File: config.mk
export PLATFORM = sky130hd
export DESIGN_NAME = tds_axis_filter
export DESIGN_NICKNAME = d
export VERILOG_FILES = /design/src/rtl/tds_pkg.sv /design/src/rtl/tds_axis_filter.sv
export SDC_FILE = /design/constraint.sdc
export NUM_CORES = 2
export LEC_CHECK = 0
export ABC_AREA = 1
export BUFFER_PORTS_ARGS = -buffer_cell sky130_fd_sc_hd__buf_2
export CORE_MARGIN = 4
export CORE_UTILIZATION = 36
export DETAILED_ROUTE_END_ITERATION = 10
export PLACE_DENSITY = 0.61
export REMOVE_ABC_BUFFERS = 1
export SLEW_MARGIN = 15
export SYNTH_ARGS = -nofsm -noshare
export SYNTH_HDL_FRONTEND = slang
export SYNTH_SLANG_ARGS = --single-unit
File: constraint.sdc
create_clock -name vclk -period 22.4
set_input_delay 3.36 -clock vclk [all_inputs]
set_output_delay 3.36 -clock vclk [all_outputs]
set_load 0.005 [all_outputs]
File: src/rtl/tds_pkg.sv
package tds_pkg;

    // Filter word: 40-bit two's complement, FRAC_BITS fraction bits
    localparam int FRAC_BITS = 16;
    localparam int FILT_W    = 40;
    // Integer part of the filter word after truncation
    localparam int INT_W     = FILT_W - FRAC_BITS;
    // Smoothing weight is a fraction over 2**SMOOTH_W
    localparam int SMOOTH_W  = 16;

    localparam int POS_W     = 16;
    localparam int LEVEL_W   = 16;
    localparam int MOVE_W    = 16;
    localparam int INFO_W    = 8;
    localparam int CFG_W     = 16;
    localparam int CFG_IDX_W = 2;

    localparam logic [LEVEL_W-1:0]  THRESHOLD_RST = 16'd100;
    localparam logic [SMOOTH_W-1:0] SMOOTHING_RST = 16'd32768;
    localparam logic [INFO_W-1:0]   NOISE_RST     = 8'h08;

    typedef enum logic [CFG_IDX_W-1:0] {
        CFG_THRESHOLD  = 2'd0,
        CFG_SMOOTHING  = 2'd1,
        CFG_NOISE_MASK = 2'd2
    } cfg_reg_t;

    localparam logic signed [MOVE_W-1:0] MOVE_MAX = 16'sh7FFF;
    localparam logic signed [MOVE_W-1:0] MOVE_MIN = 16'sh8000;

    // Clamp a widened integer part to the 16-bit result range
    function automatic logic signed [MOVE_W-1:0] sat_move(input logic signed [INT_W:0] v);
        logic signed [INT_W:0] hi;
        logic signed [INT_W:0] lo;
        hi = (INT_W+1)'(MOVE_MAX);
        lo = (INT_W+1)'(MOVE_MIN);
        if (v > hi)
            sat_move = MOVE_MAX;
        else if (v < lo)
            sat_move = MOVE_MIN;
        else
            sat_move = v[MOVE_W-1:0];
    endfunction

endpackage

File: src/rtl/tds_axis_filter.sv
// One axis: position delta, smoothing step and truncated integer part.
module tds_axis_filter
    import tds_pkg::*;
(
    input  logic [POS_W-1:0]         pos,
    input  logic [POS_W-1:0]         last,
    input  logic signed [FILT_W-1:0] filt,
    input  logic [SMOOTH_W-1:0]      smoothing,
    output logic signed [FILT_W-1:0] filt_next,
    output logic signed [INT_W-1:0]  int_part
);

    logic [POS_W-1:0]                   delta;
    logic signed [FILT_W:0]             delta_fix;
    logic signed [FILT_W:0]             diff;
    logic signed [FILT_W+SMOOTH_W+1:0]  prod;
    logic signed [FILT_W:0]             sum;
    logic signed [INT_W-1:0]            floor_int;
    logic                               round_up;

    // f' = D + floor(a * (f - D) / 2**16), D = delta << FRAC_BITS
    assign delta     = pos - last;
    assign delta_fix = $signed({{(FILT_W+1-POS_W-FRAC_BITS){delta[POS_W-1]}},
                                delta, {FRAC_BITS{1'b0}}});
    assign diff      = $signed({filt[FILT_W-1], filt}) - delta_fix;
    assign prod      = $signed({1'b0, smoothing}) * diff;
    assign sum       = delta_fix + $signed(prod[SMOOTH_W +: FILT_W+1]);
    assign filt_next = sum[FILT_W-1:0];

    // Truncate the updated value toward zero: floor, plus one for a negative
    // value with a fraction
    assign floor_int = filt_next[FILT_W-1:FRAC_BITS];
    assign round_up  = filt_next[FILT_W-1] & (|filt_next[FRAC_BITS-1:0]);
    assign int_part  = floor_int + $signed({{(INT_W-1){1'b0}}, round_up});

endmodule

After elaboration in Yosys (flattened, before gate mapping)
Cells that the tools add are included.
{"block": "classes", "add_sub_neg": 4, "multipliers": 1, "bitwise": 1, "n_reduce_logical": 1}
{"op": "17-bit by 41-bit multiplier with 56-bit output", "n": 1}
{"op": "40-bit by 32-bit subtractor with 41-bit output", "n": 1}
{"op": "32-bit by 40-bit adder with 40-bit output", "n": 1}
{"op": "24-bit by 2-bit adder with 24-bit output", "n": 1}
{"op": "16-bit OR reduction", "n": 1}
{"op": "16-bit subtractor", "n": 1}
{"op": "1-bit bitwise AND", "n": 1}
{"block": "word_totals", "register_bits": 0, "inputBits": 88, "output_inout_bits": 64, "elab_cells": 7}

Longest topological paths before layout
{"block": "logic_depth", "word_depth": 7, "ltp_mapped": 81, "depth_no_buf": 81}

Least setup slack after synthesis
No wires, ideal clock.
{"block": "synth_path", "kind": "in2out", "startpoint": "in pos[0]", "endpoint": "out int_part[19]", "t_arrival_ns": 14.542, "required_time_ns": 19.040, "slack_ns": 4.498, "path_stages": 68, "path_buffers": 1, "path_cell_list": "inv_1 > ha_1 > fa_1 > inv_1 > nand3_1 > nand2_1 > nand2_1 > nand2_1 > xor2_1 > inv_1 > ha_1 > nand2_1 > o21ai_0 > or2_2 > nand2_1 > inv_1 > clkbuf_1 > nand2_1 > [... 32 more ...] > nand2_1 > nand2_1 > a31oi_1 > ha_1 > nand2_1 > nor2_1 > nand2_1 > nor2_1 > nand2_1 > nor4_1 > nand2_1 > a21oi_2 > nand2_2 > nor2_4 > nand4_2 > nor2_2 > xor2_1 > inv_1"}
{"block": "synth_via", "elab_chain_cells": 7}
{"element": "start, declared", "line_no": "tds_axis_filter.sv:5", "rtl": "input logic [POS_W-1:0] pos,"}
{"element": "16-bit subtractor *", "line_no": "tds_axis_filter.sv:22", "rtl": "assign delta = pos - last;"}
{"element": "40-bit by 32-bit subtractor with 41-bit output", "line_no": "tds_axis_filter.sv:25", "rtl": "assign diff = $signed({filt[FILT_W-1], filt}) - delta_fix;"}
{"element": "17-bit by 41-bit multiplier with 56-bit output", "line_no": "tds_axis_filter.sv:26", "rtl": "assign prod = $signed({1'b0, smoothing}) * diff;"}
{"element": "32-bit by 40-bit adder with 40-bit output *", "line_no": "tds_axis_filter.sv:27", "rtl": "assign sum = delta_fix + $signed(prod[SMOOTH_W +: FILT_W+1]);"}
{"element": "16-bit OR reduction", "line_no": "tds_axis_filter.sv:33", "rtl": "assign round_up = filt_next[FILT_W-1] & (|filt_next[FRAC_BITS-1:0]);"}
{"element": "1-bit bitwise AND", "line_no": "tds_axis_filter.sv:33"}
{"element": "24-bit by 2-bit adder with 24-bit output *", "line_no": "tds_axis_filter.sv:34", "rtl": "assign int_part = floor_int + $signed({{(INT_W-1){1'b0}}, round_up});"}
{"element": "end, declared", "line_no": "tds_axis_filter.sv:10", "rtl": "output logic signed [INT_W-1:0] int_part"}
Every way passes the cells marked *; elsewhere a longest branch is shown, timed or not.

Final worst setup path
Ends and elaborated chain as after synthesis.

==> impl_metrics.toml <==
[sta]
worstMarginPinSlew_ps = 1040
slew_viol_final = 0
rsz0062_at_grt = "no"
fin_tns_setup_ps = 0
fmax_ghz = 0.0477
finalHoldViolations = 0
setup_violations = 0
relSlewSlack = 0.308
finalCritPeriodShare = 0.936
finalCriticalPeriod_ps = 20960

[route]
viasPerCell = 4.81
first_pass_iters = 5
wl_per_cell_um = 17.2
totalWireLength_um = 84100
drtIter0Drc = 1667
drc = 0
vias = 23600
ant_nets = 0

[grt]
grt_overflow = 0
antenna_found_initial = 0
grt_pass1_wl_um = 134000
grt_pass1_vias = 24300
grt_usage = 0.210
grt_max_degree = 41

[place]
numPortBuffers = 152
routabilityCongestion = 0.946
post-dp-hpwl_um = 70700

[outcome]
status = "finished, final reports clean"

[worst_setup_path]
worst_ep_arrival_time_ps = 17600
critPathCaptureType = "output pin"
cp.required_ps = 19040
worstSetupPathType = "in2out"
worstPathMaxFanout = 11
max_stage_delay_ps = 780
worst_path_max_delay_cell = "o21ai_0"
worstSetupStartpointType = "primary input"
cpMostUsedCell = "nand2_1"

[floorplanning]
pin_count = 152
fp.coreArea_sq_um = 75800
die_y_um = 284
die_w_um = 284
die_area_sq_um = 80700
rows = 101
initial_core_util = 0.362

[layout]
drive_above_1_share = 0.0806
regArea_sq_um = 0
final_common_cell = "inv_1"
synthToLayoutAreaGrowth_pct = 6.12
final_nets = 4789
fillers = 8112
clock_buffers = 0
nFlopsAndLatches = 0
layout_common_cells = "inv_1, nand2_1, fa_1"

[synth]
ys_warn_count = 0
ys_seq_area_frac = 0
synth_area_leaders = "fa_1, inv_1, nand2_1, ha_1, nor2_1"
synth_top_area_share = 0.440
syn_area_per_cell_sq_um = 7.11
yosysTopAreaCell = "fa_1"
syn_area_sq_um = 27500
synth_cells = 3863
synth_cell_type_count = 51

[flow_run]
max_cap_viol_count = 0

[clock_network]
ctsHoldBuffers = 0
cts.repair.resized = 0
post_cts_buffers = 0

[worst_hold_path]
min_from = "last[0]"
min_to = "filt_next[16]"
hp-class = "in2out"
hold_depth = 5
==> synthesized netlist by cell type (all sizes together) (3+ instances only) <==
master	count
nand2	1043
clkbuf	101
nor2	316
xor2	51
o21ai	24
nand4	29
buf	7
fa	604
and2	3
ha	174
a21oi	93
a211oi	3
a31oi	7
xnor2	32
o31ai	5
nor4	4
inv	1149
o21bai	8
nand3	146
or2	12
nor3	17
a21o	5
clkinv	12
nand3b	8
==> per-layer routing <==
layer	track usage	vias to the layer above	part of all wire
met5	0	-	0
met4	0.0662	0	0.038
met3	0.0233	177	0.065
met2	0.370	820	0.49
met1	0.271	11500	0.41
li1	-	11100	-
==> critical path, delay by kind of cell <==
kind | cells | cell delay (ps)
buffers and inverters | 14 | 1430
xor gates and xnor gates | 3 | 550
adders and majority gates | 12 | 4990
AOI/OAI and AO/OA | 9 | 2910
and+or+nand+nor | 33 | 4340
==> final cells by class <==
type               count  area [sq um]  area share
diodes                 1          2.50   0.0000859
inverters           1161          4360       0.150
multi-input cells   2594         22700       0.779
well taps            978          1220      0.0420
repair buffers       166           868      0.0298
==> cells by family (layout without fill, tap and decap cells) <==
kind of cell / after synthesis / in the layout / share of synthesized area
buf+inv: 1269 / 1327 / 0.174
simple gates: 1579 / 1579 / 0.246
compound gates: 154 / 154 / 0.0329
fa+ha+maj: 778 / 778 / 0.520
other cells: 0 / 1 / 0
xor+xnor: 83 / 83 / 0.0273
==> worst max path at each step <==
stage / from / end / slack (ps)
final: pos[0] / int_part[19] / 1440
after global routing: pos[0] / int_part[21] / 350
after CTS: pos[0] / int_part[19] / 1650
after detailed placement: pos[0] / int_part[19] / 1740
after global placement: pos[0] / int_part[19] / 1730
after floorplan: pos[0] / int_part[19] / 4570
==> metrics by stage <==
step / util / worst slack [ps] / std cells / hold WS (ps) / cell area [sq um]
floorplan: - / 4570 / 3755 / 7080 / 27000
global placement: 0.384 / 1730 / 4899 / 7470 / 29100
detailed placement: 0.384 / 1740 / 4899 / 7460 / 29100
CTS: 0.384 / 1650 / 4899 / 7470 / 29100
global route: 0.384 / 347 / 4899 / 7480 / 29100
finish: 0.384 / 1440 / 4900 / 7420 / 29100
Power is not shown: default switching activity piles up to over one toggle a cycle in this logic, so the estimate is an artifact.
